<file path="src/rtl/clcd_pkg.sv">
`default_nettype none
package clcd_pkg;

  // request opcodes, code seven is unused
  typedef enum logic [2:0] {
    OP_INIT       = 3'd0,
    OP_CLEAR      = 3'd1,
    OP_SET_POS    = 3'd2,
    OP_CURSOR     = 3'd3,
    OP_RAW_CHAR   = 3'd4,
    OP_XLAT_CHAR  = 3'd5,
    OP_RAW_CMD    = 3'd6
  } clcd_op_t;

  // waits in microseconds
  localparam logic [15:0] POWERUP_WAIT_US = 16'd40000;
  localparam logic [15:0] WAIT_INIT_US    = 16'd1000;
  localparam logic [15:0] WAIT_LONG_US    = 16'd2000;
  localparam logic [15:0] WAIT_POS_US     = 16'd50;
  localparam logic [15:0] WAIT_CHAR_US    = 16'd100;
  localparam logic [15:0] WAIT_RAW_US     = 16'd0;

  // command bytes
  localparam logic [7:0] CMD_CLEAR      = 8'h01;
  localparam logic [7:0] CMD_DDRAM_ADDR = 8'h80;
  localparam logic [7:0] CMD_DISPLAY_ON = 8'h0C;

  // init sequence: one powerup wait, then eight commands
  localparam logic [3:0] INIT_LAST_STEP = 4'd8;

  // windows-1251 special letters
  localparam logic [7:0] CP_YO_UPPER  = 8'hA8;
  localparam logic [7:0] CP_YO_LOWER  = 8'hB8;
  localparam logic [7:0] ROM_YO_UPPER = 8'hA2;
  localparam logic [7:0] ROM_YO_LOWER = 8'hB5;
  localparam logic [7:0] CP_CYR_FIRST = 8'hC0;

  localparam logic [7:0] CYR_ROM [64] = '{
    8'h41, 8'hA0, 8'h42, 8'hA1, 8'hE0, 8'h45, 8'hA3, 8'hA4,
    8'hA5, 8'hA6, 8'h4B, 8'hA7, 8'h4D, 8'h48, 8'h4F, 8'hA8,
    8'h50, 8'h43, 8'h54, 8'hA9, 8'hAA, 8'h58, 8'hE1, 8'hAB,
    8'hAC, 8'hE2, 8'hAD, 8'hAE, 8'h62, 8'hAF, 8'hB0, 8'hB1,
    8'h61, 8'hB2, 8'hB3, 8'hB4, 8'hE3, 8'h65, 8'hB6, 8'hB7,
    8'hB8, 8'hB9, 8'hBA, 8'hBB, 8'hBC, 8'hBD, 8'h6F, 8'hBE,
    8'h70, 8'h63, 8'hBF, 8'h79, 8'hE4, 8'h78, 8'hE5, 8'hC0,
    8'hC1, 8'hE6, 8'hC2, 8'hC3, 8'hC4, 8'hC5, 8'hC6, 8'hC7
  };

  // one bus item as produced by the item generator
  typedef struct packed {
    logic        has_res;
    logic        strobe;
    logic        rs;
    logic [7:0]  bus_byte;
    logic [15:0] wait_us;
    logic        last;
  } clcd_item_t;

  function automatic logic [7:0] init_cmd(input logic [2:0] idx);
    logic [7:0] c;
    unique case (idx)
      3'd0, 3'd1, 3'd2: c = 8'h30;
      3'd3, 3'd4:       c = 8'h38;
      3'd5:             c = 8'h0F;
      3'd6:             c = 8'h01;
      3'd7:             c = 8'h06;
      default:          c = 8'h00;
    endcase
    return c;
  endfunction

  function automatic logic [15:0] init_wait(input logic [2:0] idx);
    return (idx >= 3'd6) ? WAIT_LONG_US : WAIT_INIT_US;
  endfunction

  function automatic logic [7:0] row_base(input logic [1:0] r);
    logic [7:0] b;
    unique case (r)
      2'd0:    b = 8'h00;
      2'd1:    b = 8'h40;
      2'd2:    b = 8'h14;
      2'd3:    b = 8'h54;
      default: b = 8'h00;
    endcase
    return b;
  endfunction

  function automatic logic [7:0] translate(input logic [7:0] c);
    logic [7:0] t;
    priority if (c == CP_YO_UPPER) t = ROM_YO_UPPER;
    else if (c == CP_YO_LOWER)     t = ROM_YO_LOWER;
    else if (c >= CP_CYR_FIRST)    t = CYR_ROM[c[5:0]];
    else                           t = c;
    return t;
  endfunction

endpackage
`default_nettype wire

</file>
<file path="src/rtl/clcd_item_gen.sv">
`default_nettype none
module clcd_item_gen (
  input  logic [2:0]          op,
  input  logic [7:0]          value,
  input  logic [5:0]          column,
  input  logic [2:0]          row,
  input  logic [2:0]          style,
  input  logic [3:0]          step,
  output clcd_pkg::clcd_item_t item
);
  import clcd_pkg::*;

  logic [3:0] step_m1;
  logic [7:0] pos_addr;

  assign step_m1  = step - 4'd1;
  assign pos_addr = row_base(row[1:0]) + {2'b00, column};

  always_comb begin
    item = '0;
    item.last = 1'b1;
    unique case (clcd_op_t'(op))
      OP_INIT: begin
        item.has_res = 1'b1;
        item.last    = (step == INIT_LAST_STEP);
        if (step == 4'd0) begin
          // wait-only item, no strobe
          item.wait_us = POWERUP_WAIT_US;
        end else begin
          item.strobe   = 1'b1;
          item.bus_byte = init_cmd(step_m1[2:0]);
          item.wait_us  = init_wait(step_m1[2:0]);
        end
      end
      OP_CLEAR: begin
        item.has_res  = 1'b1;
        item.strobe   = 1'b1;
        item.bus_byte = CMD_CLEAR;
        item.wait_us  = WAIT_LONG_US;
      end
      OP_SET_POS: begin
        item.has_res  = ~row[2];
        item.strobe   = 1'b1;
        item.bus_byte = pos_addr | CMD_DDRAM_ADDR;
        item.wait_us  = WAIT_POS_US;
      end
      OP_CURSOR: begin
        item.has_res  = ~style[2];
        item.strobe   = 1'b1;
        item.bus_byte = CMD_DISPLAY_ON + {5'b00000, style};
        item.wait_us  = WAIT_LONG_US;
      end
      OP_RAW_CHAR: begin
        item.has_res  = 1'b1;
        item.strobe   = 1'b1;
        item.rs       = 1'b1;
        item.bus_byte = value;
        item.wait_us  = WAIT_CHAR_US;
      end
      OP_XLAT_CHAR: begin
        item.has_res  = 1'b1;
        item.strobe   = 1'b1;
        item.rs       = 1'b1;
        item.bus_byte = translate(value);
        item.wait_us  = WAIT_CHAR_US;
      end
      OP_RAW_CMD: begin
        item.has_res  = 1'b1;
        item.strobe   = 1'b1;
        item.bus_byte = value;
        item.wait_us  = WAIT_RAW_US;
      end
      default: begin
        item.has_res = 1'b0;
      end
    endcase
  end

endmodule
`default_nettype wire

</file>
<file path="src/rtl/char_lcd_command_sequencer.sv">
`default_nettype none
// character-LCD command sequencer for an HD44780-style 8-bit bus. Each request
// item turns into zero or more bus items: a write (strobe_res high, register
// select, data byte) or a wait-only item, each carrying the microseconds to
// wait after it; last marks the final bus item of a request. The downstream
// pin-timing stage holds the enable pulse and the waits. Rate: a request that
// makes one bus item is taken every cycle while out_stall is low, passing
// through the request register into the output register; init makes nine
// bus items and stalls the input until its ninth bus item loads into the
// output register, its bus items counted by the step counter. A request
// that makes nothing (row above three, style above three, opcode seven)
// leaves without touching the output. The output register is the only
// place results wait.
module char_lcd_command_sequencer (
  input  logic        clk,
  input  logic        rst,
  // request channel
  input  logic        in_valid,
  output logic        in_stall,
  input  logic [2:0]  opcode,
  input  logic [7:0]  value,
  input  logic [5:0]  column,
  input  logic [2:0]  row,
  input  logic [2:0]  cursor_style,
  // bus item channel
  output logic        out_valid,
  input  logic        out_stall,
  output logic        strobe_res,
  output logic        register_select,
  output logic [7:0]  bus_byte,
  output logic [15:0] wait_after_us,
  output logic        last
);
  import clcd_pkg::*;

  // request register, held until its last bus item moves to the output
  logic       req_valid;
  logic [2:0] req_op;
  logic [7:0] req_value;
  logic [5:0] req_column;
  logic [2:0] req_row;
  logic [2:0] req_style;
  logic [3:0] step;

  clcd_item_t item;

  logic can_load;
  logic req_done;
  logic in_take;

  clcd_item_gen u_gen (
    .op     (req_op),
    .value  (req_value),
    .column (req_column),
    .row    (req_row),
    .style  (req_style),
    .step   (step),
    .item   (item)
  );

  // output register is free or emptying this cycle
  assign can_load = ~out_valid | ~out_stall;
  // request retires when it has nothing to send or its last item loads
  assign req_done = req_valid & (~item.has_res | (can_load & item.last));
  assign in_stall = req_valid & ~req_done;
  assign in_take  = in_valid & ~in_stall;

  always_ff @(posedge clk) begin
    if (rst) begin
      req_valid <= 1'b0;
      step      <= 4'd0;
      out_valid <= 1'b0;
    end else begin
      // request side
      if (in_take) begin
        req_valid  <= 1'b1;
        req_op     <= opcode;
        req_value  <= value;
        req_column <= column;
        req_row    <= row;
        req_style  <= cursor_style;
        step       <= 4'd0;
      end else if (req_done) begin
        req_valid <= 1'b0;
        step      <= 4'd0;
      end else if (req_valid & item.has_res & can_load) begin
        step <= step + 4'd1;
      end

      // output side
      if (can_load) begin
        out_valid <= req_valid & item.has_res;
        if (req_valid & item.has_res) begin
          strobe_res      <= item.strobe;
          register_select <= item.rs;
          bus_byte        <= item.bus_byte;
          wait_after_us   <= item.wait_us;
          last            <= item.last;
        end
      end
    end
  end

endmodule
`default_nettype wire

</file>
<file path="config.mk">
export PLATFORM = sky130hd
export DESIGN_NAME = char_lcd_command_sequencer
export DESIGN_NICKNAME = d
export VERILOG_FILES = /design/src/rtl/clcd_pkg.sv /design/src/rtl/clcd_item_gen.sv /design/src/rtl/char_lcd_command_sequencer.sv
export SDC_FILE = /design/constraint.sdc
export NUM_CORES = 1
export LEC_CHECK = 0
export ABC_AREA = 1
export ABC_CLOCK_PERIOD_IN_PS = 3900
export BUFFER_PORTS_ARGS = -buffer_cell sky130_fd_sc_hd__buf_2
export CORE_ASPECT_RATIO = 1.25
export CORE_MARGIN = 3
export CORE_UTILIZATION = 59
export CTS_BUF_LIST = sky130_fd_sc_hd__clkbuf_8
export DETAILED_ROUTE_END_ITERATION = 6
export GPL_TIMING_DRIVEN = 0
export PLACE_DENSITY_LB_ADDON = 0.1
export SYNTH_ARGS = -nofsm -noshare
export SYNTH_HDL_FRONTEND = slang
export SYNTH_HIERARCHICAL = 1
export SYNTH_SLANG_ARGS = --single-unit
export TNS_END_PERCENT = 30
</file>
<file path="constraint.sdc">
create_clock -name clk -period 3.9 [get_ports clk]
set_clock_uncertainty 0.1 [all_clocks]
set_input_delay 0.39 -clock clk [delete_from_list [all_inputs] [get_ports clk]]
set_output_delay 0.39 -clock clk [all_outputs]
set_load 0.005 [all_outputs]
</file>
==> impl_metrics.ini <==
[final_layout]
diodes = 0
final_common_cell = nand2_1
nets = 503
area_growth_pct = 14.6
final_cells = 526
drive_above_1_share = 0.240
fillCellCount = 419
layout_common_cells = nand2_1 (110), buf_2 (59), edfxtp_1 (50)

[placed_design]
gp_congestion = 0.925
dpl.hpwl_microns = 6100
dp_cells = 518
pre_cts_ws_ps = 1280
io_buffers = 55

[clocking]
clockRootBuffer = clkbuf_8
insertion_delay_ps = 310
hold_buffers = 0
htree_levels = 2
postCtsSetupRepairBufs = 0
clk_path_buf_depth = 2
cts_buffers = 5
cts-resized-gates = 0
clk_pin_slew_ps = 110
cts_tree = built
clock-sinks = 56

[drt]
first_iter_violations = 321
wire_per_inst_microns = 15.7
wl_microns = 8250
ant_nets = 0
first_pass_iters = 6
drc = 0
avgViaCountPerCell = 5.78
route.vias.total = 3042

[yosys]
yosysWarnings = 6
synthArstFlopShare = 0
ys_top_cells_by_area = edfxtp_1 (45%), nand2_1 (12%), ha_1 (5.6%)
ys.flop_type = edfxtp_1
synth.distinct_cells = 37
synthesis.area_sq_um = 3370
yosys.area.top_type_share = 0.446
synth_seq_cells = 56
yosysTopAreaCell = edfxtp_1
synth-edff-count = 50
avgSynthCellArea_sq_um = 8.53
yosysSeqAreaShare = 0.481
syn_inst = 395

[setup_path]
crit_path_top_delay_cell = nor3_2
crit_family = simple AND/OR/NAND/NOR gates
crit_top_cell = inv_1
r2r_end = req_value[5]$_DFFE_PP_
end_kind = flip-flop
worstRegToRegCells = 9
worstPathCellList = inv_1, a21oi_1, o221ai_1, nand2_2, inv_2, nand2_1, inv_1, nor3_2, buf_6
required_ps = 3820
cp_max_fo = 14
r2r_slack_ps = 1210
start_kind = flip-flop
r2r-start = req_op[1]$_DFFE_PP_
crit_arrival_ps = 2610
crit_cells = 9
cp.buffers_inverters = 4
path_class = reg2reg
slowest_delay_ps = 590

[hold_path]
holdPathStages = 1
hold_class = in2reg
hold_path_end = req_value[1]$_DFFE_PP_
min_from = value[1]

[pwr]
peakVddDrop_mv = 0.260
p_per_area_nw_per_um2 = 308
leakage_nw = 1.77

[floorplan]
ioPinCount = 56
die_x_microns = 73.6
rows = 30
start_util = 0.615
core_area_sq_um = 5480
die_y_microns = 90.5
dieArea_sq_um = 6660

[grt]
grt.total_usage = 0.260
grt_max_degree = 23
grt_pass1_vias = 2946
antenna_found_initial = 0
grt_pass1_wl_microns = 13500
gr-total-overflow = 0

[sta]
finalSetupViolCount = 0
worst_hold_slack_ps = 141
fin_crit_sh = 0.689
period_minus_slack_ps = 2690
hold_violations = 0
fin_ws_ps = 1210
grt_setup_unrepaired = no
max-slew-margin-rel = 0.477
fmax_ghz = 0.372
drv_slew = 0
tightestPinTransition_ps = 780

[flow_run]
maxCapViolations = 0

[outcome]
status = completed
-- per-stage QoR --
stage	utilization	TNS [ps]	total power [W]	area, sq um
global route	0.705	0	0.00124	3860
global placement	0.681	-537	0.000862	3730
floorplan	-	0	0.000810	3380
CTS	0.705	0	0.00120	3860
detailed placement	0.687	0	0.000868	3760
finish	0.705	0	0.00119	3860
-- cells in the mapped netlist, types with 3 or more instances --
master	count
nand2_2	8
buf_6	4
dfxtp_1	6
nand3_1	35
o21ai_1	8
o22ai_1	4
nor2_1	23
buf_2	4
inv_1	41
a211oi_1	5
ha_1	15
nand2_1	110
a21oi_1	19
buf_4	9
a31oi_1	5
nor3_1	3
o21ai_0	17
inv_2	6
edfxtp_1	50
-- report_power, final --
| group | total (W) | switching [W] | internal, W |
|---|---|---|---|
| Combinational | 0.000171 | 0.000107 | 0.0000643 |
| Clock | 0.000331 | 0.000199 | 0.000132 |
| Sequential | 0.000688 | 0.0000127 | 0.000675 |
-- logic make-up (layout without fill, tap and decap cells) --
family / count (synthesis) / count (layout) / synth area share
AO/OA/AOI/OAI: 64 / 64 / 0.108
other: 1 / 3 / 0.00111
adder cells (fa/ha/maj): 15 / 15 / 0.0557
AND/OR/NAND/NOR: 193 / 193 / 0.258
flip-flops: 56 / 56 / 0.481
buffers and inverters: 66 / 131 / 0.0955
-- registers in the layout, summed over array words and instances, names as in the netlist, 3 cells and up --
register / flops
req_row: 3
wait_after_us: 16
req_value: 8
req_column: 6
req_style: 3
step: 4
bus_byte: 8
req_op: 3
-- worst max path at each step --
| stage | start | end |
|---|---|---|
| 2_1_floorplan | req_op[1]$_DFFE_PP_ | req_column[0]$_DFFE_PP_ |
| 3_3_place_gp | req_op[0]$_DFFE_PP_ | req_value[3]$_DFFE_PP_ |
| 3_5_place_dp | req_op[0]$_DFFE_PP_ | req_value[2]$_DFFE_PP_ |
| 4_1_cts | req_op[0]$_DFFE_PP_ | req_value[5]$_DFFE_PP_ |
| 5_1_grt | req_op[0]$_DFFE_PP_ | req_value[5]$_DFFE_PP_ |
| 6_report | req_op[1]$_DFFE_PP_ | req_value[5]$_DFFE_PP_ |
-- worst register-to-register path, stage by stage (launching register included) --
cell and delay, ps:
edfxtp_1 460, inv_1 160, a21oi_1 240, o221ai_1 200
nand2_2 160, inv_2 50, nand2_1 90, inv_1 70
nor3_2 590, buf_6 270
-- layer usage --
layer | up-vias | track usage | share of wire
li1 | 1456 | - | -
met1 | 1402 | 0.326 | 0.40
met2 | 151 | 0.418 | 0.48
met3 | 33 | 0.0445 | 0.076
met4 | 0 | 0.139 | 0.037
met5 | - | 0 | 0
-- layout make-up --
cell class / instances / area, sq um / share of cell area
Sequential cell: 56 / 1620 / 0.420
Timing Repair Buffer: 57 / 302 / 0.0781
Inverter: 49 / 189 / 0.0489
Buffer: 17 / 133 / 0.0343
Clock buffer: 5 / 68.8 / 0.0178
Tap cell: 64 / 80.1 / 0.0207
Multi-Input combinational cell: 275 / 1440 / 0.373
Clock inverter: 3 / 27.5 / 0.00713
Note: power is estimated with default switching activity, not from simulation.
